`config.mk`:
```
export PLATFORM = sky130hd
export DESIGN_NAME = bb_out_fifo
export DESIGN_NICKNAME = d
export VERILOG_FILES = /design/src/bb_pkg.sv /design/src/bb_out_fifo.sv
export SDC_FILE = /design/constraint.sdc
export NUM_CORES = 1
export LEC_CHECK = 0
export BUFFER_PORTS_ARGS = -buffer_cell sky130_fd_sc_hd__buf_2
export CAP_MARGIN = 25
export CORE_MARGIN = 1.5
export CORE_UTILIZATION = 45
export CTS_BUF_LIST = sky130_fd_sc_hd__clkbuf_4 sky130_fd_sc_hd__clkbuf_8
export CTS_CLUSTER_SIZE = 28
export DETAILED_ROUTE_END_ITERATION = 16
export SYNTH_ARGS = -nofsm -noshare
export SYNTH_HDL_FRONTEND = slang
export SYNTH_SLANG_ARGS = --single-unit
```
`constraint.sdc`:
```
create_clock -name clk -period 4.5 [get_ports clk]
set_clock_uncertainty 0.1 [all_clocks]
set_input_delay 0.675 -clock clk [delete_from_list [all_inputs] [get_ports clk]]
set_output_delay 0.675 -clock clk [all_outputs]
set_load 0.01 [all_outputs]
```
`src/bb_pkg.sv`:
```
package bb_pkg;

  localparam int MAX_WIDTH  = 2048;
  localparam int HEIGHT_CAP = 4096;

  localparam int CH_W  = 8;
  localparam int PIX_W = 3 * CH_W;
  localparam int FW_W  = 12;
  localparam int FH_W  = 13;
  localparam int ROW_W = FH_W;
  localparam int COL_W = (MAX_WIDTH > 1) ? $clog2(MAX_WIDTH) : 1;
  localparam int CMP_W = ((COL_W > FW_W) ? COL_W : FW_W) + 1;
  localparam int POS_W = $clog2(MAX_WIDTH * HEIGHT_CAP);

  localparam int CFG_IDX_W  = 8;
  localparam int CFG_DATA_W = FH_W;

  localparam logic [CFG_IDX_W-1:0] REG_FRAME_WIDTH  = CFG_IDX_W'(0);
  localparam logic [CFG_IDX_W-1:0] REG_FRAME_HEIGHT = CFG_IDX_W'(1);

  localparam int RST_WIDTH  = 640;
  localparam int RST_HEIGHT = 480;
  localparam int RST_AREA_M1 = RST_WIDTH * RST_HEIGHT - 1;

  localparam int SUM_W  = $clog2(9 * 255 + 9);
  localparam int CNT_W  = 4;
  localparam int FRAC_W = 14;
  localparam int K_W    = FRAC_W + 1;
  localparam int PROD_W = SUM_W + K_W;

  localparam int FIFO_DEPTH = 8;
  localparam int FIFO_AW    = $clog2(FIFO_DEPTH);
  localparam int FIFO_CW    = $clog2(FIFO_DEPTH + 1);

  typedef logic [PIX_W-1:0] pix_t;

  typedef struct packed {
    logic emit;
    logic left_ok;
    logic right_ok;
    logic top_ok;
    logic bot_ok;
    logic last;
  } win_ctl_t;

  typedef struct packed {
    logic [2:0][SUM_W-1:0] sum;
    logic [CNT_W-1:0]      cnt;
    logic                  last;
  } sum_beat_t;

  typedef struct packed {
    logic [2:0][CH_W-1:0] ch;
    logic                 last;
  } out_beat_t;

  function automatic logic [FW_W-1:0] eff_width(input logic [FW_W-1:0] v);
    logic [FW_W-1:0] w;
    if (v == '0) begin
      w = FW_W'(1);
    end else if (int'(v) > MAX_WIDTH) begin
      w = FW_W'(MAX_WIDTH);
    end else begin
      w = v;
    end
    return w;
  endfunction

  function automatic logic [FH_W-1:0] eff_height(input logic [FH_W-1:0] v);
    logic [FH_W-1:0] h;
    if (v == '0) begin
      h = FH_W'(1);
    end else if (int'(v) > HEIGHT_CAP) begin
      h = FH_W'(HEIGHT_CAP);
    end else begin
      h = v;
    end
    return h;
  endfunction

  // 2^FRAC_W / count, rounded up
  function automatic logic [K_W-1:0] recip_k(input logic [CNT_W-1:0] cnt);
    logic [K_W-1:0] k;
    case (cnt)
      CNT_W'(1): k = K_W'(16384);
      CNT_W'(2): k = K_W'(8192);
      CNT_W'(3): k = K_W'(5462);
      CNT_W'(4): k = K_W'(4096);
      CNT_W'(6): k = K_W'(2731);
      CNT_W'(9): k = K_W'(1821);
      default:   k = '0;
    endcase
    return k;
  endfunction

endpackage

```
`src/bb_out_fifo.sv`:
```
module bb_out_fifo (
  input  logic                        clk,
  input  logic                        rst_n,
  input  logic                        wr_valid,
  input  bb_pkg::out_beat_t           wr_beat,
  output logic                        rd_valid,
  input  logic                        rd_ready,
  output bb_pkg::out_beat_t           rd_beat,
  output logic [bb_pkg::FIFO_CW-1:0]  count
);

  bb_pkg::out_beat_t             mem [bb_pkg::FIFO_DEPTH];
  logic [bb_pkg::FIFO_AW-1:0]    wr_ptr_r;
  logic [bb_pkg::FIFO_AW-1:0]    wr_ptr_nxt;
  logic [bb_pkg::FIFO_AW-1:0]    rd_ptr_r;
  logic [bb_pkg::FIFO_AW-1:0]    rd_ptr_nxt;
  logic [bb_pkg::FIFO_CW-1:0]    count_r;
  logic [bb_pkg::FIFO_CW-1:0]    count_nxt;
  logic                          pop;

  assign pop = rd_valid && rd_ready;

  always_comb begin
    wr_ptr_nxt = wr_ptr_r;
    rd_ptr_nxt = rd_ptr_r;
    count_nxt  = count_r;
    if (wr_valid) begin
      wr_ptr_nxt = wr_ptr_r + bb_pkg::FIFO_AW'(1);
    end
    if (pop) begin
      rd_ptr_nxt = rd_ptr_r + bb_pkg::FIFO_AW'(1);
    end
    if (wr_valid && !pop) begin
      count_nxt = count_r + bb_pkg::FIFO_CW'(1);
    end else if (!wr_valid && pop) begin
      count_nxt = count_r - bb_pkg::FIFO_CW'(1);
    end
  end

  always_ff @(posedge clk) begin
    if (!rst_n) begin
      wr_ptr_r <= '0;
      rd_ptr_r <= '0;
      count_r  <= '0;
    end else begin
      wr_ptr_r <= wr_ptr_nxt;
      rd_ptr_r <= rd_ptr_nxt;
      count_r  <= count_nxt;
    end
  end

  always_ff @(posedge clk) begin
    if (wr_valid) begin
      mem[wr_ptr_r] <= wr_beat;
    end
  end

  assign rd_valid = (count_r != '0);
  assign rd_beat  = mem[rd_ptr_r];
  assign count    = count_r;

endmodule

```
# After elaboration in Yosys (flattened, before gate mapping)
# Memories as Yosys holds them, arrays and structs flattened. A register that Yosys moved wholly into a read port is not among the register bits.
# Cells that the tools add are included.
# classes
n_mux,6
n_reduce_logical,7
add_sub_neg,4
# ops
operator,count
$mux 4,2
$add 3x1->3 const B,2
$mux 3,2
$add 4x1->4 const B,1
$reduce_bool 4->1,1
$sub 4x1->4 const B,1
$logic_and 1x1->1,3
$logic_not 1->1,2
$mux 1,2
$reduce_bool 2->1,1
# word_totals
mem_bits_rw,200
out_inout_bits,30
register_bits,10
memories,1
# mem_list
name,depth,width,read_ports,rd_ports_with_merged_regs,wr,line_no,rtl
mem,8,25,1,1,1,bb_out_fifo.sv:12,bb_pkg::out_beat_t mem [bb_pkg::FIFO_DEPTH];

# Depth between registers and ports, before layout
# Gate-level depths: netlist (run 1).
# logic_depth
depth_word,5
mapped_depth,9

# Worst setup path before layout (run 1)
# No wires, ideal clock.
# synth_timing
kind,input port to flip-flop
start,in wr_valid
end,"mem mem[0][0] (netlist bit), enable pin"
t_arrival_ns,2.507
setup_ns,0.438
path_stages,2
path_slack_ns,1.455
required_time_ns,3.962
path_cell_list,nand2b_1 > nor3_1
# synth_via
elab_chain_len,2
# synth_lines
element,line_no,rtl
start: declaration,bb_out_fifo.sv:4,"input logic wr_valid,"
$mux 1,bb_out_fifo.sv:53,if (wr_valid) begin
$mux 1 (implied by the code),bb_out_fifo.sv:54,mem[wr_ptr_r] <= wr_beat;
end: declaration,bb_out_fifo.sv:12,
# Every way passes these cells.

==> qor.yml, run 1 <==
status: "finished, violations left"
failed_checks: "design-rule violations"
grt_usage_pct: 16.2
rsz0062_at_grt: "no"
cp_num_buf_inv: 2
critPathTopFamily: "multiplexers"
place_congestion: 0.674
clock_sinks: 213
post-route-min-period_ns: 3.50
synth_top_area_cell: "edfxtp_1"
die_h_um: 139
ys_ff_latch: 213
htreeDepth: 2
hp-class: "primary input to flip-flop"
drv_cap: 0
start_util_pct: 46.1
fmax_ghz: 0.285
wire_per_inst_um: 21.7
grt_overflow: 0
dr.pass1.iters: 12
n_antenna_cell: 0
synthTopCellsByArea: "edfxtp_1 (72%), mux4_1 (16%), mux2_2 (3.4%), dfxtp_1 (3.1%), buf_6 (0.81%)"
nFillCells: 1406
required_ns: 3.72
synth.avg_cell_area_um2: 23.2
clk_pin_slew_worst_paths_ns: 0.06
die_w_um: 139
dp_hpwl_mm: 8.44
crit_path_end_kind: "primary output"
timing.final.ws_setup_ns: 0.995
grt_pass1_wl_mm: 22.9
drive_gt1_share_pct: 33.5
hold_buffers: 0
p_per_area_nw_per_um2: 505
pre_cts_slack_ns: 1.50
synth-seq-area-share_pct: 75.1
hold_viol_final: 0
wl_mm: 15.2
die_area_um2: 19400
drtAntennaViolNets: 0
final_area_um2: 9580
synth-edff-count: 200
drtIter0Drc: 246
tightest_slew_ns: 0.906
busiest_layer: "met2"
critPathSlowestCell: "dfxtp_2"
globalRouteMet2Util_pct: 27.2
ctsResizeCount: 0
ys_types: 27
cts_setup_buffers: 0
cts-root-buf: "clkbuf_8"
synth-main-ff-cell: "edfxtp_1"
yosys.cell_count.top_type: "edfxtp_1"
crit_chain: "buf_12 -> mux4_1 -> mux2_2 -> buf_2"
syn_inst: 359
syn_area_um2: 8340
slew-limit-headroom_pct: 39.5
path_class: "flip-flop to primary output"
setup_viol: 0
grt_max_degree: 36
nets: 484
slew_violations: 0
period_share_pct: 77.9
tns_ns: 0
dpl_cell_area_um2: 8930
grt_util_met1_pct: 20.6
cp.arrival_ns: 2.73
grt_pass1_vias: 3998
num_rows: 49
vias_per_cell: 5.46
cp-start-kind: "flip-flop"
syn_to_final_growth_pct: 14.8
io_buffers: 58
synthTopCellsByCount: "edfxtp_1 (200), mux4_1 (50), mux2_2 (25), dfxtp_1 (13)"
async_reset_ff_share_pct: 0
gr-usage-met3_pct: 4.28
cts_buffers: 36
cp_max_fo: 27
core-area_um2: 18100
num_io_pins: 59
netlist.area_leader.share_pct: 72.0
clock_path_buffers: 3
p_leak_nw: 3.24
routed-via-count: 3830
clk_latency_ns: 0.51
grt_antenna_before_repair: 2
critPathMaxStageDelay_ns: 0.86
synthesis.nets: 394
drc: 3
cts_tree: "yes"
yosys_warnings: 0
ir_worst_vdd_uv: 226
-- per-stage QoR --
stage | hold slack (ns) | utilization, % | instances | power, mW
floorplan | 0.367 | - | 359 | 3.07
global placement | 0.377 | 49.4 | 640 | 3.32
detailed placement | 0.387 | 49.4 | 640 | 3.33
CTS | 0.301 | 53.0 | 701 | 4.90
global route | 0.315 | 53.0 | 701 | 5.04
finish | 0.327 | 53.0 | 701 | 4.84
-- worst register-to-register path, delay by kind of cell (launching register included) --
| family | cells | cell delay [ns] |
|---|---|---|
| AOI/OAI and AO/OA | 3 | 0.46 |
| adders and majority gates | 2 | 0.51 |
| DFF | 1 | 0.36 |
| muxes | 1 | 0.19 |
| buffers and inverters | 1 | 0.09 |
| and+or+nand+nor | 2 | 0.73 |
-- layout make-up --
cell class              instances  area (um2)  share of cell area, %
well taps                     229         287                   2.99
clock buffers                  46         577                   6.02
inverters                       1        3.75                 0.0392
clock inverters                15        73.8                  0.770
multi-input cells             128        1990                   20.7
repair buffers                 69         385                   4.02
flip-flops and latches        213        6270                   65.4
-- cell usage in the layout (no fill, tap or decap) --
cell type and instances:
clkinvlp_4 2, clkinv_1 8, clkbuf_8 37, nor3_2 2, nor2_2 6, nor2b_1 2
a211oi_1 1, dfxtp_1 11, nand2b_1 4, nand2_1 7, a21boi_0 1, a21oi_1 1
inv_1 1, clkbuf_4 9, o21ai_0 1, or4_4 1, mux4_1 50, clkinv_4 1
and2_1 7, mux2_2 25, buf_4 10, xor2_1 1, a31oi_1 1, xnor2_1 5
clkinv_2 4, buf_12 1, buf_2 58, nand3_1 3, fa_1 1, dfxtp_2 2
mux2i_1 3, ha_1 5, nor2_1 1, edfxtp_1 200
-- kinds of logic (layout without fill, tap and decap cells) --
group                      count (synthesis)  in the layout  synth area share [%]
AOI/OAI and AO/OA                          5              5                 0.375
buffers and inverters                     18            131                  1.38
xor gates and xnor gates                   6              6                 0.630
muxes                                     78             78                  19.5
and+or+nand+nor                           33             33                  2.04
adders and majority gates                  6              6                 0.990
DFF                                      213            213                  75.1
-- metal layers --
metal  vias to the layer above  routed length [um]
met5                         -                  10
met4                         2                 260
met3                        24                 756
met1                      1993                6520
met2                        90                7660
li1                       1721                   -
-- worst paths after layout --
path	from	to	slack (ns)	depth (start not counted)
worst max register to register	count[1]	count[3]	2.00	9
worst min-delay path	wr_beat[17]	mem[0][17]	0.33	1
worst min register to register	rd_ptr_r[1]	flip-flop	0.40	2
worst max-delay path	flip-flop	rd_beat[18]	1.0	4
-- where the power goes --
part | switching [mW] | total [mW] | internal (mW) | leakage, nW
clock | 0.728 | 1.57 | 0.838 | 0.340
sequential | 0.123 | 2.37 | 2.25 | 1.92
combinational | 0.377 | 0.902 | 0.524 | 0.976
total | 1.23 | 4.84 | 3.61 | 3.24
-- registers in the layout, summed over array words and instances, names as in the netlist, named ones only --
name      flops
count         4
mem         200
wr_ptr_r      3
rd_ptr_r      3
(Power assumes the default switching activity.)
==> inputs of run 2 (changes only) <==
ABC_AREA = 1   (was not set)
clock period = 3.5 ns   (was 4.5 ns; I/O delays follow)
==> run 2 against run 1 <==
Effect of this change:
- the run now ends clean
- synthesized cell count grew 110%
- wire length grew 23%
- via count grew 44%
- combinational power grew 63%
- final cell count grew 55%
- largest power group unchanged
- cell area grew 3.1%
- largest cell class unchanged
==> qor.yml, run 2 <==
fmax_ghz: 0.351
reg2reg_setup_slack_ns: 1.27
power_frac_seq_pct: 44.6
drv_cap: 0
tightest_slew_ns: 0.686
synth.avg_cell_area_um2: 11.5
synth-seq-area-share_pct: 72.6
cts_buffers: 36
grt_max_degree: 101
worst_r2r_startpoint: "count[1]"
grt_pass1_vias: 5669
drc: 0
largest-register: "mem"
post-route-min-period_ns: 2.85
largest_reg_flops: 200
rsz0062_at_grt: "no"
clk_latency_ns: 0.52
yosys_warnings: 0
cts_tree: "yes"
hold_buffers: 0
htreeDepth: 2
drtIter0Drc: 371
nets: 864
die_area_um2: 20000
hold_viol_final: 0
netlist.area_leader.share_pct: 69.6
drtAntennaViolNets: 0
cp-start-kind: "flip-flop"
setup_viol: 0
syn_inst: 753
ys_ff_latch: 213
drive_gt1_share_pct: 16.9
placed_cells: 1024
routed-via-count: 5526
cts-root-buf: "clkbuf_8"
core-area_um2: 18800
ys_types: 21
grt_antenna_before_repair: 1
status: "complete, no violations"
grt_pass1_wl_mm: 29.6
synthTopCellsByCount: "nor2_1 (216), edfxtp_1 (200), nand2_1 (144), o21ai_0 (70), o21ai_1 (35)"
die_h_um: 141
wire_per_inst_um: 17.2
syn_to_final_growth_pct: 14.5
cp.arrival_ns: 2.22
vias_per_cell: 5.07
syn_area_um2: 8630
async_reset_ff_share_pct: 0
worstReg2RegEnd: "count[3]"
dr.pass1.iters: 5
place_congestion: 0.747
p_comb_share_pct: 22.4
tns_ns: 0
grt_usage_pct: 19.5
fin_cells: 1089
clock_sinks: 213
grt_overflow: 0
start_util_pct: 46.0
ir_worst_vdd_uv: 366
clock_power_share_pct: 33.0
power_switching_share_pct: 29.8
synth-edff-count: 200
hp-class: "primary input to flip-flop"
required_ns: 2.87
synthesis.nets: 788
wl_mm: 18.7
cts_setup_buffers: 0
cp_max_fo: 70
dp_hpwl_mm: 10.1
die_w_um: 141
crit_end: "rd_beat[0]"
final_cell_mix: "nor2_1 (208), edfxtp_1 (200), nand2_1 (144)"
slew-limit-headroom_pct: 54.2
p_int_mw: 4.60
crit_path_end_kind: "primary output"
path_class: "flip-flop to primary output"
synthTopCellsByArea: "edfxtp_1 (70%), nor2_1 (9.4%), nand2_1 (6.3%), o21ai_0 (4.1%), dfxtp_1 (3.0%)"
layout_commonest_cell: "nor2_1"
finalPower_mw: 6.56
p_switching_mw: 1.96
r2r_cells: 11
synth_top_area_cell: "edfxtp_1"
slew_violations: 0
num_rows: 50
clock_path_buffers: 3
yosys.cell_count.top_type: "nor2_1"
io_buffers: 58
p_per_area_nw_per_um2: 664
ctsResizeCount: 0
clk_pin_slew_worst_paths_ns: 0.06
num_io_pins: 59
synth-main-ff-cell: "edfxtp_1"
period_share_pct: 81.3
p_leak_nw: 3.74
==> run 2: cell types whose count changed after synthesis, sizes merged, moves of 3 or more <==
| cell | change |
|---|---|
| nand2b | -4 |
| inv | +13 |
| buf | +15 |
| mux2 | -25 |
| nand2 | +137 |
| o21ai | +104 |
| nor2 | +209 |
| mux2i | -3 |
| clkbuf | +5 |
| xnor2 | -5 |
| and2 | -7 |
| mux4 | -50 |
| nand3 | +3 |
| a21oi | +7 |
==> run 2: cell type report <==
cell class | instances | area, um2
antenna | 2 | 5.00
clock buffer | 51 | 627
clock inverter | 11 | 73.8
fill | 1654 | 8890
inverter | 14 | 52.6
multi-input combinational | 489 | 2080
sequential | 213 | 6270
tap | 234 | 293
timing repair buffer | 75 | 475
==> run 2: stage by stage <==
stage          area (um2)  worst slack (ns)  hold slack, ns  util, %
6_report             9870             0.654           0.168     52.6
5_1_grt              9870             0.467           0.146     52.6
4_1_cts              9840             0.392           0.144     52.4
3_5_place_dp         9140             0.969           0.388     48.7
3_3_place_gp         9140              1.00           0.381     48.7
2_1_floorplan        8630              1.03           0.357        -
==> run 2: how the worst min path moves through the flow <==
stage / slack (ns) / endpoint / from / cells past startpoint
after floorplan: 0.36 / flip-flop / rd_ptr_r[1] / 2
after global placement: 0.38 / wr_ptr_r[0] / wr_ptr_r[0] / 2
after detailed placement: 0.39 / flip-flop / rd_ptr_r[1] / 2
after CTS: 0.14 / mem[3][16] / wr_beat[16] / 1
after global routing: 0.15 / mem[3][21] / wr_beat[21] / 1
final: 0.17 / mem[3][16] / wr_beat[16] / 1
==> run 2: power groups by stage <==
stage / clock, mW / combinational, mW / sequential [mW]
2_1_floorplan: 0 / 1.05 / 2.98
3_3_place_gp: 0 / 1.42 / 2.97
3_5_place_dp: 0 / 1.46 / 2.98
4_1_cts: 2.21 / 1.47 / 2.93
5_1_grt: 2.32 / 1.68 / 2.93
6_report: 2.16 / 1.47 / 2.92
==> run 2: logic make-up after synthesis <==
| kind of cell | Yosys count | share of synthesized area [%] |
|---|---|---|
| simple gates | 368 | 16.2 |
| buf+inv | 51 | 3.48 |
| compound gates | 113 | 6.56 |
| xor+xnor | 2 | 0.203 |
| fa+ha+maj | 6 | 0.957 |
| flops | 213 | 72.6 |
==> run 2: per-layer routing <==
layer | vias up | track usage [%] | share of wire (%)
met2 | 143 | 32.7 | 48
met4 | 0 | 6.73 | 1.5
met5 | - | 0 | 0
met1 | 2636 | 25.4 | 44
li1 | 2721 | - | -
met3 | 26 | 4.22 | 6.5
==> run 2: worst max-delay path, cell delays in order (launching register included) <==
cell	delay, ns
dfxtp_2	0.33
buf_4	0.34
buf_16	0.32
nor2_1	0.09
nor2_1	0.08
o21ai_0	0.09
nand2_1	0.10
nand2_1	0.05
nand2_1	0.13
buf_2	0.14
