==> src/bb_pkg.sv <==
package bb_pkg;

  localparam int MAX_WIDTH  = 2048;
  localparam int HEIGHT_CAP = 4096;

  localparam int CH_W  = 8;
  localparam int PIX_W = 3 * CH_W;
  localparam int FW_W  = 12;
  localparam int FH_W  = 13;
  localparam int ROW_W = FH_W;
  localparam int COL_W = (MAX_WIDTH > 1) ? $clog2(MAX_WIDTH) : 1;
  localparam int CMP_W = ((COL_W > FW_W) ? COL_W : FW_W) + 1;
  localparam int POS_W = $clog2(MAX_WIDTH * HEIGHT_CAP);

  localparam int CFG_IDX_W  = 8;
  localparam int CFG_DATA_W = FH_W;

  localparam logic [CFG_IDX_W-1:0] REG_FRAME_WIDTH  = CFG_IDX_W'(0);
  localparam logic [CFG_IDX_W-1:0] REG_FRAME_HEIGHT = CFG_IDX_W'(1);

  localparam int RST_WIDTH  = 640;
  localparam int RST_HEIGHT = 480;
  localparam int RST_AREA_M1 = RST_WIDTH * RST_HEIGHT - 1;

  localparam int SUM_W  = $clog2(9 * 255 + 9);
  localparam int CNT_W  = 4;
  localparam int FRAC_W = 14;
  localparam int K_W    = FRAC_W + 1;
  localparam int PROD_W = SUM_W + K_W;

  localparam int FIFO_DEPTH = 8;
  localparam int FIFO_AW    = $clog2(FIFO_DEPTH);
  localparam int FIFO_CW    = $clog2(FIFO_DEPTH + 1);

  typedef logic [PIX_W-1:0] pix_t;

  typedef struct packed {
    logic emit;
    logic left_ok;
    logic right_ok;
    logic top_ok;
    logic bot_ok;
    logic last;
  } win_ctl_t;

  typedef struct packed {
    logic [2:0][SUM_W-1:0] sum;
    logic [CNT_W-1:0]      cnt;
    logic                  last;
  } sum_beat_t;

  typedef struct packed {
    logic [2:0][CH_W-1:0] ch;
    logic                 last;
  } out_beat_t;

  function automatic logic [FW_W-1:0] eff_width(input logic [FW_W-1:0] v);
    logic [FW_W-1:0] w;
    if (v == '0) begin
      w = FW_W'(1);
    end else if (int'(v) > MAX_WIDTH) begin
      w = FW_W'(MAX_WIDTH);
    end else begin
      w = v;
    end
    return w;
  endfunction

  function automatic logic [FH_W-1:0] eff_height(input logic [FH_W-1:0] v);
    logic [FH_W-1:0] h;
    if (v == '0) begin
      h = FH_W'(1);
    end else if (int'(v) > HEIGHT_CAP) begin
      h = FH_W'(HEIGHT_CAP);
    end else begin
      h = v;
    end
    return h;
  endfunction

  // 2^FRAC_W / count, rounded up
  function automatic logic [K_W-1:0] recip_k(input logic [CNT_W-1:0] cnt);
    logic [K_W-1:0] k;
    case (cnt)
      CNT_W'(1): k = K_W'(16384);
      CNT_W'(2): k = K_W'(8192);
      CNT_W'(3): k = K_W'(5462);
      CNT_W'(4): k = K_W'(4096);
      CNT_W'(6): k = K_W'(2731);
      CNT_W'(9): k = K_W'(1821);
      default:   k = '0;
    endcase
    return k;
  endfunction

endpackage

==> src/bb_window.sv <==
module bb_window (
  input  logic                clk,
  input  logic                rst_n,
  input  logic                col_valid,
  input  bb_pkg::win_ctl_t    col_ctl,
  input  bb_pkg::pix_t        top_pix,
  input  bb_pkg::pix_t        mid_pix,
  input  bb_pkg::pix_t        bot_pix,
  output logic                sum_valid,
  output bb_pkg::sum_beat_t   sum_beat
);

  bb_pkg::pix_t win_r   [3][3];
  bb_pkg::pix_t win_nxt [3][3];

  logic                      sum_valid_r;
  bb_pkg::sum_beat_t         sum_beat_r;
  bb_pkg::sum_beat_t         sum_beat_nxt;
  logic [2:0]                row_ok;
  logic [2:0]                col_ok;
  logic [1:0]                rows_n;
  logic [1:0]                cols_n;
  logic [bb_pkg::SUM_W-1:0]  row_sum [3][3];

  always_comb begin
    for (int r = 0; r < 3; r++) begin
      for (int c = 0; c < 3; c++) begin
        win_nxt[r][c] = win_r[r][c];
      end
    end
    if (col_valid) begin
      for (int r = 0; r < 3; r++) begin
        win_nxt[r][0] = win_r[r][1];
        win_nxt[r][1] = win_r[r][2];
      end
      win_nxt[0][2] = top_pix;
      win_nxt[1][2] = mid_pix;
      win_nxt[2][2] = bot_pix;
    end
  end

  always_comb begin
    row_ok = {col_ctl.bot_ok, 1'b1, col_ctl.top_ok};
    col_ok = {col_ctl.right_ok, 1'b1, col_ctl.left_ok};
    rows_n = 2'd1 + 2'(col_ctl.top_ok) + 2'(col_ctl.bot_ok);
    cols_n = 2'd1 + 2'(col_ctl.left_ok) + 2'(col_ctl.right_ok);

    for (int r = 0; r < 3; r++) begin
      for (int ch = 0; ch < 3; ch++) begin
        row_sum[r][ch] = '0;
        for (int c = 0; c < 3; c++) begin
          if (row_ok[r] && col_ok[c]) begin
            row_sum[r][ch] = row_sum[r][ch]
                           + bb_pkg::SUM_W'(win_nxt[r][c][bb_pkg::CH_W*ch +: bb_pkg::CH_W]);
          end
        end
      end
    end

    for (int ch = 0; ch < 3; ch++) begin
      sum_beat_nxt.sum[ch] = row_sum[0][ch] + row_sum[1][ch] + row_sum[2][ch];
    end
    sum_beat_nxt.cnt  = bb_pkg::CNT_W'(rows_n) * bb_pkg::CNT_W'(cols_n);
    sum_beat_nxt.last = col_ctl.last;
  end

  always_ff @(posedge clk) begin
    if (!rst_n) begin
      for (int r = 0; r < 3; r++) begin
        for (int c = 0; c < 3; c++) begin
          win_r[r][c] <= '0;
        end
      end
      sum_valid_r <= 1'b0;
    end else begin
      win_r       <= win_nxt;
      sum_valid_r <= col_valid && col_ctl.emit;
    end
  end

  always_ff @(posedge clk) begin
    sum_beat_r <= sum_beat_nxt;
  end

  assign sum_valid = sum_valid_r;
  assign sum_beat  = sum_beat_r;

endmodule

==> config.mk <==
export PLATFORM = sky130hd
export DESIGN_NAME = bb_window
export DESIGN_NICKNAME = d
export VERILOG_FILES = /design/src/bb_pkg.sv /design/src/bb_window.sv
export SDC_FILE = /design/constraint.sdc
export NUM_CORES = 1
export LEC_CHECK = 0
export BUFFER_PORTS_ARGS = -buffer_cell sky130_fd_sc_hd__buf_2
export CORE_MARGIN = 8
export CORE_UTILIZATION = 30
export CTS_BUF_LIST = sky130_fd_sc_hd__clkbuf_4
export DETAILED_ROUTE_END_ITERATION = 8
export SYNTH_ARGS = -nofsm -noshare
export SYNTH_HDL_FRONTEND = slang
export SYNTH_SLANG_ARGS = --single-unit
==> constraint.sdc <==
create_clock -name clk -period 5.67 [get_ports clk]
set_input_delay 0.567 -clock clk [delete_from_list [all_inputs] [get_ports clk]]
set_output_delay 0.567 -clock clk [all_outputs]
set_load 0.01 [all_outputs]
# After elaboration in Yosys (flattened, before gate mapping)
# Index checks and enable logic that the tools add are counted.
[op_classes] add_sub_neg=28 n_mul=1 muxes=25 reduce_logical=5
[ops] operator="12-bit by 8-bit adder with 12-bit output" count=18
[ops] operator="216-bit two-way mux" count=1
[ops] operator="12-bit two-way mux" count=15
[ops] operator="12-bit adder" count=6
[ops] operator="8-bit two-way mux" count=9
[ops] operator="1-bit logical AND" count=5
[ops] operator="1-bit by 1-bit adder with 2-bit output (first input constant)" count=2
[ops] operator="2-bit by 1-bit adder with 2-bit output" count=2
[ops] operator="2-bit by 2-bit multiplier with 4-bit output" count=1
[word_totals] out_inout_bits=42 ff_bits=258

# Logic depth before layout (Yosys ltp)
# Gate-level depths: netlist (run 1).
[depth] word_depth=8 depth_mapped=29 ltp_nobuf=26

# Least setup slack after synthesis (run 1)
# OpenSTA, ideal clock, no wires.
[synth_path] path_type="input -> register" from="input port col_valid" to="register sum_beat_r (netlist bit sum_beat[27])" slack_ps=-187 path_stages=23 n_path_buf=3 arrival_ps=5785 cell_sequence="buf_2 > buf_2 > buf_2 > mux2_2 > ha_1 > fa_1 > a21o_2 > a211o_1 > and3_1 > ha_1 > nor2b_1 > a311o_1 > o31a_1 > xnor2_1 > a211o_1 > fa_1 > inv_1 > ha_1 > nor3_1 > nand3_1 > a31o_2 > a21oi_1 > xnor2_1"
[synth_lines] element="start, declared" line_no="bb_window.sv:4" text="input logic col_valid,"
[synth_lines] element="end signal, assigned" line_no="bb_window.sv:82" text="sum_beat_r <= sum_beat_nxt;"
[synth_lines] element="end, declared" line_no="bb_window.sv:17" text="bb_pkg::sum_beat_t sum_beat_r;"

==> metrics.txt, run 1 <==
status=finished clean; DRC=0; reg-to-reg endpoint=sum_beat[16]$_DFF_P_; Layout Nets=approximately 2500; CTS max path bufs=3; Clock Skew=~0.038 ns; antenna violation net count after detailed routing=0; Pwr Density=approximately 240 mW/mm^2; CTS tree=done; syn_nets=2281; Netlist Area Pre-Place=0.0181 mm^2; initial antenna violation count=2; Syn Inst Count=1966; share of cells above drive strength 1=21.7%; fin cells=3021; DR vias/cell=4.77; Clock Sinks=roughly 260; WL/cell=between 15 and 20 um; Syn. warnings=0; setup bufs post-CTS=0; WS Path Type=reg -> reg; first drt pass iteration count=8; Vias=14400; # rows=90; port bufs=122; # IOs=between 100 and 150; gr usage total=13.7%; worst hold path depth=3; distinct cell type count of the synthesized netlist=64; crit-path max FO=3; worst hold path type=in -> reg; Post-synth EDFFs=0; Core Area=0.0599 mm^2; path depth of the worst reg2reg path=25; hold_sp=mid_pix[8]; Final Hold Violating Endpoints=0; final WL=roughly 46000 um; # fillers=6229; design area=0.0211 mm^2; Clock transition at path regs=0.06 ns; Post-Syn Area per Cell=9.19 um^2; register cell area after layout=between 0.005 and 0.006 mm^2; # setup viols final=0; total power draw=slightly above 5 mW; ys async rst share=0%; Slew Limit Headroom=40.8%; Most used DFF post-synth=dfxtp_1; met1 usage=16.3%; TNS Setup=0 ns; DIE HEIGHT=261 um; GRT overflow=0; RSZ-0062 raised after global routing=no; vias in the first global route=about 15000; Slew Viols, Final=0; CTS root buf=clkbuf_4; Slowest cell on crit path=fa_1; final core utilization=35.3%; Die Width=261 um; CP peak stage delay=approximately 0.58 ns; period utilization=91.0%; Synth area leader=dfxtp_1; Max Cap Viol=0; P_leak=9.89 nW; M2 GR Usage=24.5%; Slew @ Worst Pin=0.889 ns; dpl cells=2885; placed cell area=0.0201 mm^2; Worst setup SP type=flop; worst path required time=6.32 ns; share of the synthesized area in the top cell type=roughly 29%; Synth top cells by count=dfxtp_1, nor2_1, ha_1, and2_1, mux2_2; area of the multi-input gates=0.0122 mm^2; Skew-Pair Late Insertion Delay=between 0.7 and 0.8 ns; top cells by area, synth=dfxtp_1, ha_1, mux2_2; largest net degree at the start of global routing=112; gpl congestion=0.887; startpoint of the worst register-to-register path=win_r[24]$_SDFF_PN0_; r2r setup slk=roughly 0.51 ns; total CTS buffers=75; Die ar.=0.0683 mm^2; initial core utilization=30.2%; Clock H-tree levels=3; FF+latch count, synth=258; met3 usage=about 3%; crit path time final=5.16 ns; first-pass GRT wire length=roughly 75000 um; dpl hpwl=36600 um; crit path capture type=flop; initial detailed-routing violation count=580; Area Overhead vs Synth=17.0%; Worst Path Arrival=slightly below 6 ns; top-count cell post-synth=dfxtp_1; worst vdd ir=about 130 uV; Seq/Total Area, Yosys=28.6%; grt peak-use layer=met2; fmax=0.194 GHz; hold endpoint=win_r[80]$_SDFF_PN0_
[flip-flops by register name (all words and copies together) (netlist names)]
signal / cells
win_r: 216
sum_valid: 1
sum_beat: 41
[through the flow]
stage          setup slack (ns)  hold WS, ns
6_report                  0.511        0.137
5_1_grt                  0.0617       0.0779
4_1_cts                   0.514       0.0626
3_5_place_dp             -0.156        0.499
3_3_place_gp             -0.130        0.494
2_1_floorplan            0.0333        0.471
[layer usage]
layer | share of wire, % | wire length, um
met1 | 44 | 20300
met2 | 50 | 23200
met3 | 4.2 | 1970
met4 | 2.1 | 979
met5 | 0 | 0
[how the worst max path moves through the flow]
stage,start,end,depth (start not counted)
2_1_floorplan,col_valid,sum_beat[27]$_DFF_P_,24
3_3_place_gp,col_valid,sum_beat[39]$_DFF_P_,25
3_5_place_dp,col_valid,sum_beat[39]$_DFF_P_,25
4_1_cts,win_r[24]$_SDFF_PN0_,sum_beat[14]$_DFF_P_,25
5_1_grt,win_r[24]$_SDFF_PN0_,sum_beat[15]$_DFF_P_,25
6_report,win_r[24]$_SDFF_PN0_,sum_beat[16]$_DFF_P_,25
[report_power, final]
part,switching [mW],internal (mW),leakage [nW]
Combinational,0.669,0.560,7.19
Sequential,0.0454,1.95,2.11
Clock,0.811,1.06,0.584
[critical path, delay by kind of cell, from the launching register on]
family	cells	cell delay, ns
buffers and inverters	2	0.10
adders and majority gates	5	1.68
and+or+nand+nor	8	1.39
muxes	1	0.08
AOI/OAI and AO/OA	8	1.35
DFF	1	0.33
xor gates and xnor gates	1	0.14
[area by class of cell]
class | instances | area share (%)
inverters | 100 | 1.78
diodes | 7 | 0.0829
multi-input cells | 1532 | 57.8
repair buffers | 215 | 6.57
flip-flops and latches | 258 | 24.4
clock buffers | 103 | 3.66
clock inverters | 24 | 1.07
well taps | 782 | 4.63
[cells by family after synthesis]
kind of cell	after synthesis	share of synthesized area, %
and+or+nand+nor	617	17.9
AOI/OAI and AO/OA	337	12.0
DFF	258	28.6
muxes	239	14.2
adders and majority gates	234	18.3
buffers and inverters	176	3.83
xor gates and xnor gates	105	5.09
[repair_timing]
item,in CTS,in global routing
resized for setup,0,0
hold buffers,2,0
endpoints found under the hold margin,2,0
[cells in the final DEF, fill, tap and decap left out, types with 16 or more instances in the layout]
| master | count |
|---|---|
| nand2b_1 | 25 |
| nor3_1 | 25 |
| mux2_2 | 143 |
| and2_1 | 158 |
| clkinv_1 | 16 |
| clkbuf_4 | 103 |
| buf_4 | 87 |
| nand2_1 | 49 |
| xnor2_1 | 69 |
| fa_1 | 50 |
| nor2b_1 | 136 |
| buf_2 | 120 |
| ha_1 | 182 |
| o21ai_0 | 77 |
| nor2_1 | 184 |
| mux2i_1 | 96 |
| a21oi_1 | 105 |
| inv_1 | 99 |
| xor2_1 | 36 |
| o21a_1 | 16 |
| a21o_1 | 26 |
| dfxtp_1 | 258 |
| a211oi_1 | 24 |
Power figures use the tool's default switching activity.
==> inputs of run 2 (changes only) <==
--- a/config.mk
+++ b/config.mk
@@ -6,10 +6,13 @@
 export NUM_CORES = 1
 export LEC_CHECK = 0
 export BUFFER_PORTS_ARGS = -buffer_cell sky130_fd_sc_hd__buf_2
+export CELL_PAD_IN_SITES_DETAIL_PLACEMENT = 1
+export CELL_PAD_IN_SITES_GLOBAL_PLACEMENT = 1
 export CORE_MARGIN = 8
 export CORE_UTILIZATION = 30
 export CTS_BUF_LIST = sky130_fd_sc_hd__clkbuf_4
 export DETAILED_ROUTE_END_ITERATION = 8
+export PLACE_DENSITY_LB_ADDON = 0.1
 export SYNTH_ARGS = -nofsm -noshare
 export SYNTH_HDL_FRONTEND = slang
 export SYNTH_SLANG_ARGS = --single-unit
==> metrics.txt, run 2 (same netlist as run 1, synthesis figures left out) <==
Largest Register=win_r; hold_sp=top_pix[15]; crit path time final=5.20 ns (+0.0460 ns); commonest cells after routing, fill and taps aside=dfxtp_1, buf_4, nor2_1; worst path required time=6.36 ns (+0.04 ns); Worst setup SP type=input port; Slew Viols, Final=0 (unchanged); first-pass GRT wire length=85300 um (+14%); Final Hold Violating Endpoints=0 (unchanged); leading cell type in the layout, fill and taps excluded=dfxtp_1; dpl hpwl=42200 um (+15%); Clock H-tree levels=3 (unchanged); TNS Setup=0 ns (unchanged); worst hold path type=in -> reg; Clock Skew=0.0431 ns (+0.00518 ns); largest net degree at the start of global routing=130 (+16%); Comb pwr share=26.5% (+2.4 points); total CTS buffers=77 (+2.7%); GRT overflow=0 (unchanged); Area Overhead vs Synth=22.0%; initial core utilization=30.2% (unchanged); share of cells above drive strength 1=26.2% (+4.5 points); Skew-Pair Late Insertion Delay=0.78 ns (about the same); worst vdd ir=160 uV (+23%); status=finished clean; # IOs=123 (unchanged); Largest register FFs=216 (unchanged); Worst Path Arrival=5.90 ns (+0.09 ns); final core utilization=36.8% (+1.5 points); CTS root buf=clkbuf_4; Worst Setup SP=col_valid; # rows=90 (unchanged); antenna violation net count after detailed routing=0 (unchanged); period utilization=91.8% (+0.81 points); crit-path max FO=18 (+15); Vias=14800 (+2.8%); gr usage total=15.7% (+2.0 points); vias in the first global route=16000 (+7.8%); switching part of the total power=31.1% (+1.3 points); Die ar.=0.0683 mm^2 (unchanged); Pwr Density=229 mW/mm^2 (-5.1%); DIE HEIGHT=261 um (unchanged); DR vias/cell=4.70 (-1.4%); CTS tree=done; crit path capture type=flop; Core Area=0.0599 mm^2 (unchanged); WL/cell=16.8 um (+9.2%); final WL=52900 um (+14%); startpoint of the worst register-to-register path=win_r[24]$_SDFF_PN0_; fmax=0.192 GHz (-0.88%); gpl congestion=0.797 (-10%); DRC=0 (unchanged); WS Path Type=in -> reg; setup bufs post-CTS=0 (unchanged); first drt pass iteration count=4 (-4); Clock transition at path regs=0.06 ns (about the same); port bufs=122 (unchanged); RSZ-0062 raised after global routing=no; initial antenna violation count=2 (unchanged); initial detailed-routing violation count=278 (-52%); Clk network pwr share=33.9% (-2.8 points); P_leak=10.5 nW (+6.4%); Layout Nets=2632 (+5.4%); sequential power share=39.7% (+0.5 points); internal power=3.47 mW (-2.9%); Die Width=261 um (unchanged); Sw Pwr=1.57 mW (+3.0%); Slew @ Worst Pin=1.01 ns (+0.126 ns); Max Cap Viol=0 (unchanged); hold slack final=0.159 ns (+0.0223 ns); # setup viols final=0 (unchanged); Slew Limit Headroom=32.3% (-8.4 points); Clock Sinks=258 (unchanged); CTS max path bufs=3 (unchanged)
[run 2: cell count changes in the layout (fill, tap and decap cells not counted), moves of 2 or more]
| cell | before | now |
|---|---|---|
| diode_2 | 7 | 1 |
| clkbuf_4 | 103 | 110 |
| bufinv_16 | 5 | 0 |
| buf_4 | 87 | 220 |
| clkinv_1 | 16 | 18 |
[run 2: power by group through the flow]
stage,Clock [mW],Sequential (mW),Combinational (mW)
after floorplan,0,2.07,0.752
after global placement,0,2.04,1.35
after detailed placement,0,2.04,1.36
after CTS,1.83,2.00,1.37
after global routing,1.91,2.02,1.49
final,1.71,2.00,1.34
[run 2: worst paths after layout]
path / cells past startpoint / endpoint / slack (ns)
worst min register to register: 2 / win_r[139]$_SDFF_PN0_ / 0.51
worst max register to register: 25 / sum_beat[15]$_DFF_P_ / 0.56
worst min-delay path: 3 / win_r[159]$_SDFF_PN0_ / 0.16
worst max-delay path: 22 / sum_beat[27]$_DFF_P_ / 0.47
[run 2: critical path, stage by stage]
cell,delay [ns]
buf_8,0.17
buf_4,0.32
mux2_2,0.39
ha_1,0.21
inv_1,0.07
fa_1,0.20
nor2b_1,0.08
buf_4,0.13
nor3_1,0.38
ha_1,0.35
a211oi_1,0.30
nor2_1,0.10
o311ai_0,0.51
a32oi_1,0.30
fa_1,0.58
inv_1,0.05
ha_1,0.31
o21ai_0,0.17
nand2b_1,0.10
a31o_2,0.25
a21oi_1,0.17
xnor2_1,0.14
[run 2: through the flow]
stage / std cells / setup WS [ns] / area, um^2 / total power, mW
2_1_floorplan: 1966 / 0.0333 / 18100 / 2.83
3_3_place_gp: 3018 / -0.200 / 21100 / 3.38
3_5_place_dp: 3018 / -0.182 / 21100 / 3.40
4_1_cts: 3151 / 0.427 / 22000 / 5.21
5_1_grt: 3152 / 0.0716 / 22000 / 5.42
6_report: 3152 / 0.465 / 22000 / 5.04
[run 2: timing repair]
item / CTS / global route
setup endpoints to repair: 0 / 1
endpoints found under the hold margin: 2 / 0
hold buffers: 2 / 0
resized for setup: 0 / 1
[run 2: cell type report]
class                           instances  area (um^2)
Antenna cell                            1         2.50
Clock buffer                          110          826
Clock inverter                         21         81.3
Fill cell                            7051        37900
Inverter                              100          375
Multi-Input combinational cell       1532        12200
Sequential cell                       258         5160
Tap cell                              782          978
Timing Repair Buffer                  348         2390
[run 2: per-layer routing]
layer | wire (um) | track usage, % | up-vias
li1 | - | - | 7498
met1 | 25000 | 19.7 | 7075
met2 | 25100 | 27.1 | 173
met3 | 1690 | 2.62 | 82
met4 | 1130 | 5.05 | 0
met5 | 0 | 0 | -
