===== src/bb_pkg.sv =====
package bb_pkg;

  localparam int MAX_WIDTH  = 2048;
  localparam int HEIGHT_CAP = 4096;

  localparam int CH_W  = 8;
  localparam int PIX_W = 3 * CH_W;
  localparam int FW_W  = 12;
  localparam int FH_W  = 13;
  localparam int ROW_W = FH_W;
  localparam int COL_W = (MAX_WIDTH > 1) ? $clog2(MAX_WIDTH) : 1;
  localparam int CMP_W = ((COL_W > FW_W) ? COL_W : FW_W) + 1;
  localparam int POS_W = $clog2(MAX_WIDTH * HEIGHT_CAP);

  localparam int CFG_IDX_W  = 8;
  localparam int CFG_DATA_W = FH_W;

  localparam logic [CFG_IDX_W-1:0] REG_FRAME_WIDTH  = CFG_IDX_W'(0);
  localparam logic [CFG_IDX_W-1:0] REG_FRAME_HEIGHT = CFG_IDX_W'(1);

  localparam int RST_WIDTH  = 640;
  localparam int RST_HEIGHT = 480;
  localparam int RST_AREA_M1 = RST_WIDTH * RST_HEIGHT - 1;

  localparam int SUM_W  = $clog2(9 * 255 + 9);
  localparam int CNT_W  = 4;
  localparam int FRAC_W = 14;
  localparam int K_W    = FRAC_W + 1;
  localparam int PROD_W = SUM_W + K_W;

  localparam int FIFO_DEPTH = 8;
  localparam int FIFO_AW    = $clog2(FIFO_DEPTH);
  localparam int FIFO_CW    = $clog2(FIFO_DEPTH + 1);

  typedef logic [PIX_W-1:0] pix_t;

  typedef struct packed {
    logic emit;
    logic left_ok;
    logic right_ok;
    logic top_ok;
    logic bot_ok;
    logic last;
  } win_ctl_t;

  typedef struct packed {
    logic [2:0][SUM_W-1:0] sum;
    logic [CNT_W-1:0]      cnt;
    logic                  last;
  } sum_beat_t;

  typedef struct packed {
    logic [2:0][CH_W-1:0] ch;
    logic                 last;
  } out_beat_t;

  function automatic logic [FW_W-1:0] eff_width(input logic [FW_W-1:0] v);
    logic [FW_W-1:0] w;
    if (v == '0) begin
      w = FW_W'(1);
    end else if (int'(v) > MAX_WIDTH) begin
      w = FW_W'(MAX_WIDTH);
    end else begin
      w = v;
    end
    return w;
  endfunction

  function automatic logic [FH_W-1:0] eff_height(input logic [FH_W-1:0] v);
    logic [FH_W-1:0] h;
    if (v == '0) begin
      h = FH_W'(1);
    end else if (int'(v) > HEIGHT_CAP) begin
      h = FH_W'(HEIGHT_CAP);
    end else begin
      h = v;
    end
    return h;
  endfunction

  // 2^FRAC_W / count, rounded up
  function automatic logic [K_W-1:0] recip_k(input logic [CNT_W-1:0] cnt);
    logic [K_W-1:0] k;
    case (cnt)
      CNT_W'(1): k = K_W'(16384);
      CNT_W'(2): k = K_W'(8192);
      CNT_W'(3): k = K_W'(5462);
      CNT_W'(4): k = K_W'(4096);
      CNT_W'(6): k = K_W'(2731);
      CNT_W'(9): k = K_W'(1821);
      default:   k = '0;
    endcase
    return k;
  endfunction

endpackage


===== src/bb_norm.sv =====
module bb_norm (
  input  logic               clk,
  input  logic               rst_n,
  input  logic               in_valid,
  input  bb_pkg::sum_beat_t  in_beat,
  output logic               out_valid,
  output bb_pkg::out_beat_t  out_beat
);

  logic                       out_valid_r;
  bb_pkg::out_beat_t          out_beat_r;
  bb_pkg::out_beat_t          out_beat_nxt;
  logic [bb_pkg::K_W-1:0]     k;
  logic [bb_pkg::SUM_W-1:0]   z    [3];
  logic [bb_pkg::PROD_W-1:0]  prod [3];

  // mean rounded half up: floor((sum + cnt/2) / cnt) by reciprocal multiply
  always_comb begin
    k = bb_pkg::recip_k(in_beat.cnt);
    for (int ch = 0; ch < 3; ch++) begin
      z[ch]    = in_beat.sum[ch] + bb_pkg::SUM_W'(in_beat.cnt >> 1);
      prod[ch] = bb_pkg::PROD_W'(z[ch]) * bb_pkg::PROD_W'(k);
      out_beat_nxt.ch[ch] = prod[ch][bb_pkg::FRAC_W +: bb_pkg::CH_W];
    end
    out_beat_nxt.last = in_beat.last;
  end

  always_ff @(posedge clk) begin
    if (!rst_n) begin
      out_valid_r <= 1'b0;
    end else begin
      out_valid_r <= in_valid;
    end
  end

  always_ff @(posedge clk) begin
    out_beat_r <= out_beat_nxt;
  end

  assign out_valid = out_valid_r;
  assign out_beat  = out_beat_r;

endmodule


===== config.mk =====
export PLATFORM = sky130hd
export DESIGN_NAME = bb_norm
export DESIGN_NICKNAME = d
export VERILOG_FILES = /design/src/bb_pkg.sv /design/src/bb_norm.sv
export SDC_FILE = /design/constraint.sdc
export NUM_CORES = 1
export LEC_CHECK = 0
export BUFFER_PORTS_ARGS = -buffer_cell sky130_fd_sc_hd__buf_2
export CAP_MARGIN = 20
export CORE_MARGIN = 4
export CORE_UTILIZATION = 55
export CTS_BUF_LIST = sky130_fd_sc_hd__clkbuf_4 sky130_fd_sc_hd__clkbuf_8
export DETAILED_ROUTE_END_ITERATION = 10
export HOLD_SLACK_MARGIN = 0.05
export PLACE_DENSITY_LB_ADDON = 0.15
export SLEW_MARGIN = 20
export SYNTH_ARGS = -nofsm -noshare
export SYNTH_HDL_FRONTEND = slang
export SYNTH_SLANG_ARGS = --single-unit

===== constraint.sdc =====
create_clock -name clk -period 7.4 [get_ports clk]
set_clock_uncertainty 0.05 [all_clocks]
set_input_delay 0 -clock clk [delete_from_list [all_inputs] [get_ports clk]]
set_output_delay 0 -clock clk [all_outputs]
set_load 0.02 [all_outputs]

Word-level counts from Yosys, hierarchy flattened. Cells that the tools add are included.

Logic and storage cells: 18. Flip-flop bits (word level): 26. Bits of input ports: 44. Output and inout port bits: 26.

Equality and inequality tests: 6. Multipliers: 3. Add/subtract/negate cells: 3. Muxes and demuxes: 1.

Operators with widths (count): $pmux 15 s6 (1); $mul 12x15->22 (3); $add 12x3->12 (3); $eq 4x2->1 const B (2); $eq 4x3->1 const B (2); $eq 4x1->1 const B (1); $eq 4x4->1 const B (1).

Longest topological paths before layout. Gate-level depths: netlist of run 1.

Depth after elaboration: 3. Gate-level depth with buffers: 26. Depth with buffers taken out: 26.

Least setup slack after synthesis of run 1. Ideal clock, no wire load.

Path type: input to register. Start: in in_beat[2] (netlist bit). End: reg out_beat_r, in the netlist out_beat[23]. Library setup time: 119 ps. Data required time: 7231 ps. Cell stages on the path: 23. Slack: 1639 ps. Path buffers: 0. Data arrival time: 5592 ps. Cells stage by stage: ha_1 -> fa_1 -> a21oi_1 -> or2b_1 -> xor2_1 -> nor2_1 -> inv_1 -> fa_1 -> fa_1 -> inv_1 -> fa_1 -> fa_1 -> inv_1 -> fa_1 -> inv_1 -> ha_1 -> and2_1 -> a211oi_1 -> o311ai_2 -> a31oi_2 -> o21bai_2 -> a211oi_1 -> nor2_1.

RTL lines: from (decl) (line bb_norm.sv:5) `input bb_pkg::sum_beat_t in_beat,`; to (signal assigned) (line bb_norm.sv:37) `out_beat_r <= out_beat_nxt;`; to (decl) (line bb_norm.sv:11) `bb_pkg::out_beat_t out_beat_r;`.

==> results of run 1 <==
flip-flops by register name, indices dropped and copies added (netlist names):
signal,cells
out_beat,25
out_valid,1
path summary, 6_finish.rpt:
check,from,endpoint,slack [ns],cells after the start
min,in_beat[0],out_beat[0],0.25,2
max,in_beat[2],out_beat[23],0.95,23
Yosys cell counts, types with 2 or more instances:
master / n
buf_2: 2
nand2b_1: 12
o22ai_1: 4
nor4b_1: 4
o31ai_1: 2
and3_1: 2
nand2_1: 129
clkbuf_1: 24
a21o_1: 12
nor3b_1: 4
o21ai_0: 13
a21oi_2: 3
nor2_1: 127
a21oi_1: 29
nor3_1: 6
and2b_1: 2
o21a_1: 5
xor2_1: 32
nor2b_1: 2
nor3_2: 2
a211o_1: 2
nand3_1: 8
a211oi_1: 3
buf_6: 2
inv_1: 539
xnor2_1: 64
and2_1: 18
or2_2: 2
o21ai_1: 3
a31oi_2: 2
o21bai_2: 2
dfxtp_1: 26
nand4_1: 9
ha_1: 132
fa_1: 342
or3_1: 2
power breakdown:
group	switching, mW	internal [mW]
Clock	0.0753	0.0731
Combinational	0.688	0.435
Sequential	0.0107	0.192
metal layers:
| metal | vias up | track usage [%] | share of wire [%] |
|---|---|---|---|
| met5 | - | 0 | 0 |
| met4 | 0 | 5.39 | 2.1 |
| met3 | 47 | 5.00 | 7.8 |
| met2 | 374 | 43.9 | 48 |
| met1 | 5132 | 37.1 | 42 |
| li1 | 4739 | - | - |
layout make-up:
class | count | area share, %
multi-input combinational | 1012 | 76.8
inverter | 539 | 13.4
sequential | 26 | 3.44
timing repair buffer | 86 | 3.18
tap | 330 | 2.73
clock buffer | 3 | 0.273
clock inverter | 1 | 0.199
kinds of logic (layout without fill, tap and decap cells):
group / after synthesis / after routing
buf+inv: 567 / 629
fa+ha+maj: 474 / 474
simple gates: 343 / 343
compound gates: 98 / 98
xor+xnor: 96 / 96
flops: 26 / 26
mux: 1 / 1
repair_timing:
item | CTS | global route
hold buffers | 3 | 0
setup endpoints to repair | 0 | 0
hold endpoints to repair | 2 | 0
layout by cell type, fill, tap and decap left out, types with 4 or more instances in the layout:
| cell | netlist | routed |
|---|---|---|
| a21o_1 | 12 | 12 |
| a21oi_1 | 29 | 29 |
| and2_1 | 18 | 18 |
| buf_2 | 2 | 69 |
| buf_4 | 0 | 14 |
| dfxtp_1 | 26 | 26 |
| fa_1 | 342 | 342 |
| ha_1 | 132 | 132 |
| inv_1 | 539 | 539 |
| nand2_1 | 129 | 129 |
| nand2b_1 | 12 | 12 |
| nand3_1 | 8 | 8 |
| nand4_1 | 9 | 9 |
| nor2_1 | 127 | 127 |
| nor3_1 | 6 | 6 |
| nor3b_1 | 4 | 4 |
| nor4b_1 | 4 | 4 |
| o21a_1 | 5 | 5 |
| o21ai_0 | 13 | 13 |
| o22ai_1 | 4 | 4 |
| xnor2_1 | 64 | 64 |
| xor2_1 | 32 | 32 |
stage by stage:
| step | instances | hold WS [ns] | setup slack, ns | utilization, % | power, mW |
|---|---|---|---|---|---|
| after floorplan | 1605 | -0.0223 | 1.64 | - | 1.02 |
| after global placement | 1990 | 0.0558 | 0.675 | 59.3 | 1.32 |
| after detailed placement | 1990 | 0.0595 | 0.551 | 59.3 | 1.33 |
| after CTS | 1997 | 0.248 | 0.921 | 59.7 | 1.49 |
| after global routing | 1997 | 0.254 | 0.635 | 59.7 | 1.66 |
| final | 1997 | 0.249 | 0.950 | 59.7 | 1.47 |
critical path: cells and delay by family:
family / cells / cell delay [ns]
fa+ha+maj: 8 / 3.50
compound gates: 6 / 1.72
simple gates: 4 / 0.66
xor+xnor: 1 / 0.42
buf+inv: 4 / 0.33
==> flow_metrics.tcl, run 1 <==
set metrics [dict create \
    grt_usage_pct 26.5 \
    synth_fa_ha_area_share_pct 59.5 \
    synth_mux_area_share_pct 0.0701 \
    syn_avg_cell_area_um2 8.89 \
    vias_per_cell 5.15 \
    vias 10300 \
    final_nets 2186 \
    setup_tns_ns 0 \
    max_slew_margin_pct 38.5 \
    vdd_drop_max_mv 0.116 \
    synth_edf_count 0 \
    core_area_um2 25300 \
    overflow 0 \
    synth_nets 2123 \
    dp_hpwl_mm 31.9 \
    critPathArrivalTime_ns 6.63 \
    clk_pin_slew_ns 0.15 \
    tightestPinTransition_ns 0.918 \
    max-cap-violations 0 \
    ctsLongestPathBuffers 2 \
    path_common_cell "fa_1" \
    cts_sinks 26 \
    wire_per_inst_um 17.8 \
    maxClockFrequency_mhz 155 \
    std_cell_rows 58 \
    ff_latch_area_um2 520 \
    place_congestion 1.01 \
    cts_tree "built" \
    start_kind "primary input" \
    finalInstanceArea_um2 15100 \
    first_pass_iters 5 \
    die_area_um2 28600 \
    ys_seq_area_share_pct 3.65 \
    die_x_um 169 \
    synth_cell_types 69 \
    async_flop_share_pct 0 \
    place_area_um2 15000 \
    detail-route-antenna-nets 0 \
    synth_area_um2 14300 \
    leakage_nw 8.58 \
    synth.area.top_cells "fa_1 (48%), inv_1 (14%), ha_1 (12%)" \
    multi_input_area_um2 11600 \
    cts_made_buffers 3 \
    ys_ff_latch 26 \
    io_pins 70 \
    finalSetupViolCount 0 \
    drc 0 \
    syn_inst 1605 \
    synth-simple-area-share_pct 10.9 \
    path_cells "buf_2 > ha_1 > fa_1 > a21oi_1 > nor2_1 > xor2_1 > nand2_1 > fa_1 > fa_1 > inv_1 > fa_1 > fa_1 > inv_1 > fa_1 > inv_1 > ha_1 > and2_1 > a211oi_1 > o311ai_2 > a31oi_2 > o21bai_2 > a211oi_1 > nor2_1" \
    synth_top_area_share_pct 48.0 \
    yosysTopAreaCell "fa_1" \
    rsz0062_at_grt "false" \
    yosysWarnings 0 \
    drive_above_1_share_pct 6.72 \
    post_cts_buffers 0 \
    grt_pass1_wl_mm 58.6 \
    cp_max_fo 15 \
    dieHeight_um 169 \
    synth-compound-area-share_pct 4.90 \
    antenna_found_initial 0 \
    cp.required_ns 7.58 \
    synth_ff_type "dfxtp_1" \
    cts_root_buffer "clkbuf_8" \
    synth_top_family_by_area "adder cells" \
    grt_pass1_vias 11300 \
    dr.first_iter.drc_count 507 \
    min_period_ns 6.45 \
    run_status "complete, no violations" \
    grt_start_max_net_pins 28 \
    slowest_delay_ns 0.55 \
    finalMaxSlewViolations 0 \
    initial_core_util_pct 56.4 \
    ctsResizeCount 0 \
    area_delta_synth_final_pct 5.96 \
    wl_mm 35.6 \
    crit_slowest_cell "fa_1" \
    fin_crit_sh_pct 87.2 \
    hold_violations 0 \
    io_buffer_count 69 \
    fillCellCount 2339 \
    synth_xor_xnor_area_share_pct 5.89 \
    path_class "in2reg" \
    powerDensity_nw_per_um2 97.4 \
    n_antenna_cell 0 \
    htreeDepth 1 \
    worst_setup_path_end_kind "flip-flop" \
    hp-class "in2reg" \
]
Power figures use the tool's default switching activity.
==> run 2: changes to the inputs <==
--- a/config.mk
+++ b/config.mk
@@ -8,7 +8,7 @@
 export BUFFER_PORTS_ARGS = -buffer_cell sky130_fd_sc_hd__buf_2
 export CAP_MARGIN = 20
 export CORE_MARGIN = 4
-export CORE_UTILIZATION = 55
+export CORE_UTILIZATION = 50
 export CTS_BUF_LIST = sky130_fd_sc_hd__clkbuf_4 sky130_fd_sc_hd__clkbuf_8
 export DETAILED_ROUTE_END_ITERATION = 10
 export HOLD_SLACK_MARGIN = 0.05
==> run 2 against run 1 <==
Maximum frequency down 0.36%. Die area up 9.5%. Non-clock buffer count up 4. Sequential cell count is the same. Critical path type unchanged. Clock power rose by 3%. Total power grew 0.16%. Largest power group unchanged.
==> flow_metrics.tcl, run 2 (synthesized netlist as in run 1, its figures left out) <==
set metrics [dict create \
    max_slew_margin_pct 23.3 \
    leakage_nw 8.60 \
    setup_tns_ns 0 \
    die_area_um2 31300 \
    vias_per_cell 4.97 \
    maxClockFrequency_mhz 154 \
    drc 0 \
    grt_usage_pct 24.6 \
    hp-class "in2reg" \
    initial_core_util_pct 51.0 \
    finalSetupViolCount 0 \
    area_delta_synth_final_pct 6.63 \
    cts_made_buffers 3 \
    cts_tree "built" \
    cp_max_fo 15 \
    wl_mm 35.8 \
    final_common_cell "inv_1" \
    cp.required_ns 7.59 \
    final_nets 2190 \
    grt_pass1_wl_mm 59.4 \
    first_pass_iters 5 \
    ctsLongestPathBuffers 2 \
    detail-route-antenna-nets 0 \
    cts_root_buffer "clkbuf_8" \
    grt_start_max_net_pins 28 \
    worst_setup_path_end_kind "flip-flop" \
    antenna_found_initial 1 \
    grt_pass1_vias 11400 \
    clk_pin_slew_ns 0.15 \
    setup_ws_ns 0.926 \
    finalMaxSlewViolations 0 \
    worstHoldStart "in_beat[0]" \
    drive_above_1_share_pct 6.94 \
    vias 10200 \
    pre_cts_slack_ns 0.492 \
    die_x_um 177 \
    start_kind "primary input" \
    io_buffer_count 69 \
    rsz0062_at_grt "false" \
    hold_violations 0 \
    critPathArrivalTime_ns 6.66 \
    overflow 0 \
    fin_crit_sh_pct 87.5 \
    dp_hpwl_mm 32.1 \
    ctsResizeCount 0 \
    vdd_drop_max_mv 0.119 \
    wire_per_inst_um 17.4 \
    path_class "in2reg" \
    dieHeight_um 177 \
    std_cell_rows 61 \
    cp-startpoint "in_beat[2]" \
    dr.first_iter.drc_count 640 \
    max-cap-violations 0 \
    min_period_ns 6.47 \
    htreeDepth 1 \
    io_pins 70 \
    tightestPinTransition_ns 1.15 \
    core_area_um2 28000 \
    powerDensity_nw_per_um2 96.9 \
    run_status "complete, no violations" \
    cts_sinks 26 \
    final_cell_mix "inv_1 (539), fa_1 (342), ha_1 (132)" \
    place_congestion 0.948 \
    largest_reg_flops 25 \
]
==> run 2: cell count changes in the layout (fill, tap and decap cells not counted) <==
cell / previous run / this run
buf_4: 14 / 18
diode_2: 0 / 2
==> run 2: repair_timing <==
action	4_1_cts	5_1_grt
setup buffers	0	0
endpoints found under the hold margin	2	0
hold buffers	3	0
==> run 2: layout make-up <==
| type | instances | area (um2) |
|---|---|---|
| Fill cell | 2701 | 12800 |
| Sequential cell | 26 | 520 |
| Timing Repair Buffer | 90 | 510 |
| Multi-Input combinational cell | 1012 | 11600 |
| Clock buffer | 3 | 41.3 |
| Antenna cell | 2 | 5.00 |
| Inverter | 539 | 2020 |
| Clock inverter | 1 | 30.0 |
| Tap cell | 378 | 473 |
==> run 2: through the flow <==
| step | power (mW) | instances | hold slack (ns) | utilization (%) | instance area (um2) |
|---|---|---|---|---|---|
| after global routing | 1.67 | 2050 | 0.251 | 54.3 | 15200 |
| after global placement | 1.33 | 2042 | 0.0545 | 54.0 | 15100 |
| final | 1.48 | 2051 | 0.249 | 54.3 | 15200 |
| after CTS | 1.50 | 2049 | 0.228 | 54.3 | 15200 |
| after floorplan | 1.02 | 1605 | -0.0223 | - | 14300 |
| after detailed placement | 1.34 | 2042 | 0.0539 | 54.0 | 15100 |
==> run 2: final timing paths <==
check / to / depth (start not counted) / slack, ns
max: out_beat[23] / 24 / 0.93
min: out_beat[0] / 2 / 0.25
==> run 2: where the power goes <==
group	leakage, nW	internal (mW)	switching [mW]	total (mW)
Combinational	8.34	0.435	0.685	1.12
Sequential	0.218	0.192	0.0112	0.203
Clock	0.0357	0.0730	0.0796	0.153
==> run 2: per-layer routing <==
| metal | vias to the layer above | share of wire, % | GRT usage (%) |
|---|---|---|---|
| li1 | 4750 | - | - |
| met1 | 5079 | 43 | 33.4 |
| met2 | 328 | 48 | 40.5 |
| met3 | 45 | 7.1 | 5.21 |
| met4 | 0 | 2.6 | 6.35 |
| met5 | - | 0 | 0 |
==> run 2: critical path, stage by stage <==
cell and delay [ns]:
buf_2 0.19, ha_1 0.26, fa_1 0.44, a21oi_1 0.36
or2b_1 0.20, xor2_1 0.44, nor2_1 0.19, fa_1 0.59
inv_1 0.07, fa_1 0.49, inv_1 0.05, fa_1 0.49
fa_1 0.49, inv_1 0.05, fa_1 0.47, inv_1 0.04
ha_1 0.32, a211o_1 0.27, a21oi_1 0.20, nand3_1 0.21
a31oi_2 0.42, o21bai_2 0.12, a211oi_1 0.25, nor2_1 0.06
==> run 3: changes to the inputs <==
--- a/config.mk
+++ b/config.mk
@@ -12,7 +12,7 @@
 export CTS_BUF_LIST = sky130_fd_sc_hd__clkbuf_4 sky130_fd_sc_hd__clkbuf_8
 export DETAILED_ROUTE_END_ITERATION = 10
 export HOLD_SLACK_MARGIN = 0.05
-export PLACE_DENSITY_LB_ADDON = 0.15
+export PLACE_DENSITY_LB_ADDON = 0.2
 export SLEW_MARGIN = 20
 export SYNTH_ARGS = -nofsm -noshare
 export SYNTH_HDL_FRONTEND = slang
==> run 3 against run 2 <==
Critical path depth did not move. Non-clock buffer count fell by 2. Routed wire length rose by 2.3%. Hold slack improved by 0.0064 ns. Cell area fell by 0.13%.
==> flow_metrics.tcl, run 3 (synthesized netlist as in run 1, its figures left out) <==
set metrics [dict create \
    vdd_drop_max_mv 0.106 \
    antenna_found_initial 0 \
    dieHeight_um 177 \
    drive_above_1_share_pct 6.83 \
    htreeDepth 1 \
    dr.first_iter.drc_count 549 \
    min_path_cells 2 \
    cts_made_buffers 3 \
    cts_root_buffer "clkbuf_8" \
    rsz0062_at_grt "false" \
    place_congestion 0.960 \
    finalInstanceArea_um2 15200 \
    overflow 0 \
    cp_max_fo 15 \
    wire_per_inst_um 17.9 \
    largest_reg_flops 25 \
    hp-class "in2reg" \
    grt_usage_pct 25.0 \
    powerDensity_nw_per_um2 97.3 \
    hold_violations 0 \
    grt_start_max_net_pins 28 \
    die_area_um2 31300 \
    grt_pass1_vias 11300 \
    worstHoldStart "in_beat[0]" \
    wl_mm 36.6 \
    vias_per_cell 4.99 \
    io_buffer_count 69 \
    initial_core_util_pct 51.0 \
    grt_pass1_wl_mm 59.9 \
    place_area_um2 15100 \
    critPathArrivalTime_ns 6.77 \
    ctsLongestPathBuffers 2 \
    cp.depth 24 \
    first_pass_iters 5 \
    path_class "in2reg" \
    path_cells "buf_2 > ha_1 > fa_1 > a21oi_1 > or2b_1 > xor2_1 > nor2_1 > fa_1 > inv_1 > fa_1 > inv_1 > fa_1 > fa_1 > inv_1 > fa_1 > inv_1 > ha_1 > a211o_1 > a21oi_1 > nand3_1 > a31oi_2 > o21bai_2 > a211oi_1 > nor2_1" \
    finalMaxSlewViolations 0 \
    ctsResizeCount 0 \
    setup_tns_ns 0 \
    drc 0 \
    run_status "complete, no violations" \
    fin_crit_sh_pct 88.9 \
    path_buf_inv 5 \
    final_nets 2188 \
    core_area_um2 28000 \
    clk_pin_slew_ns 0.15 \
    n_antenna_cell 0 \
    holdPathEnd "out_beat[0]" \
    worst_setup_path_end_kind "flip-flop" \
    path_common_cell "fa_1" \
    die_x_um 177 \
    vias 10200 \
    min_period_ns 6.58 \
    std_cell_rows 61 \
    final_common_cell "inv_1" \
    final_cell_mix "inv_1 (539), fa_1 (342), ha_1 (132)" \
    max_slew_margin_pct 31.1 \
    cp.required_ns 7.59 \
    tightestPinTransition_ns 1.03 \
    cts_sinks 26 \
    detail-route-antenna-nets 0 \
    area_delta_synth_final_pct 6.49 \
    critPathTopFamily "adder cells" \
    maxClockFrequency_mhz 152 \
    start_kind "primary input" \
    cts_tree "built" \
    finalSetupViolCount 0 \
    slowest_delay_ns 0.58 \
    crit_slowest_cell "fa_1" \
    setup_ws_ns 0.825 \
    dp_hpwl_mm 32.5 \
    max-cap-violations 0 \
    pre_cts_slack_ns 0.415 \
    leakage_nw 8.59 \
    io_pins 70 \
]
-- run 3: cell count changes in the layout (fill, tap and decap cells not counted), sizes merged --
cell   change
buf        -2
diode      -2
-- run 3: area by class of cell --
type	count	area, um2
clock inverter	1	30.0
multi-input combinational	1012	11600
inverter	539	2020
fill	2679	12800
tap	378	473
timing repair buffer	88	495
clock buffer	3	41.3
sequential	26	520
-- run 3: worst max-delay path by stage --
| stage | startpoint | end | slack, ns |
|---|---|---|---|
| floorplan | in_beat[2] | out_beat[23] | 1.64 |
| global placement | in_beat[2] | out_beat[23] | 0.50 |
| detailed placement | in_beat[2] | out_beat[23] | 0.42 |
| CTS | in_beat[2] | out_beat[23] | 0.79 |
| global route | in_beat[2] | out_beat[23] | 0.49 |
| finish | in_beat[2] | out_beat[23] | 0.82 |
-- run 3: layer usage --
metal	vias to the layer above	wire, um	GRT usage (%)
met5	-	0	0
met4	0	720	5.42
met1	5116	15400	34.0
li1	4751	-	-
met2	320	18000	42.4
met3	34	2480	4.40
-- run 3: per-stage QoR --
stage               utilization (%)  hold WS (ns)  cells  total power [mW]
floorplan                         -       -0.0223   1605              1.02
global placement               53.9        0.0536   2040              1.33
detailed placement             53.9        0.0543   2040              1.34
CTS                            54.3         0.226   2047              1.51
global route                   54.3         0.252   2047              1.68
finish                         54.3         0.255   2047              1.48
-- run 3: repair_timing --
item,CTS,global route
buffers inserted,0,0
endpoints found under the hold margin,2,0
hold buffers,3,0
-- run 3: power breakdown --
part / total, mW / switching (mW) / leakage, nW / internal [mW]
Combinational: 1.12 / 0.690 / 8.33 / 0.434
Clock: 0.152 / 0.0785 / 0.0357 / 0.0731
Sequential: 0.204 / 0.0115 / 0.218 / 0.192
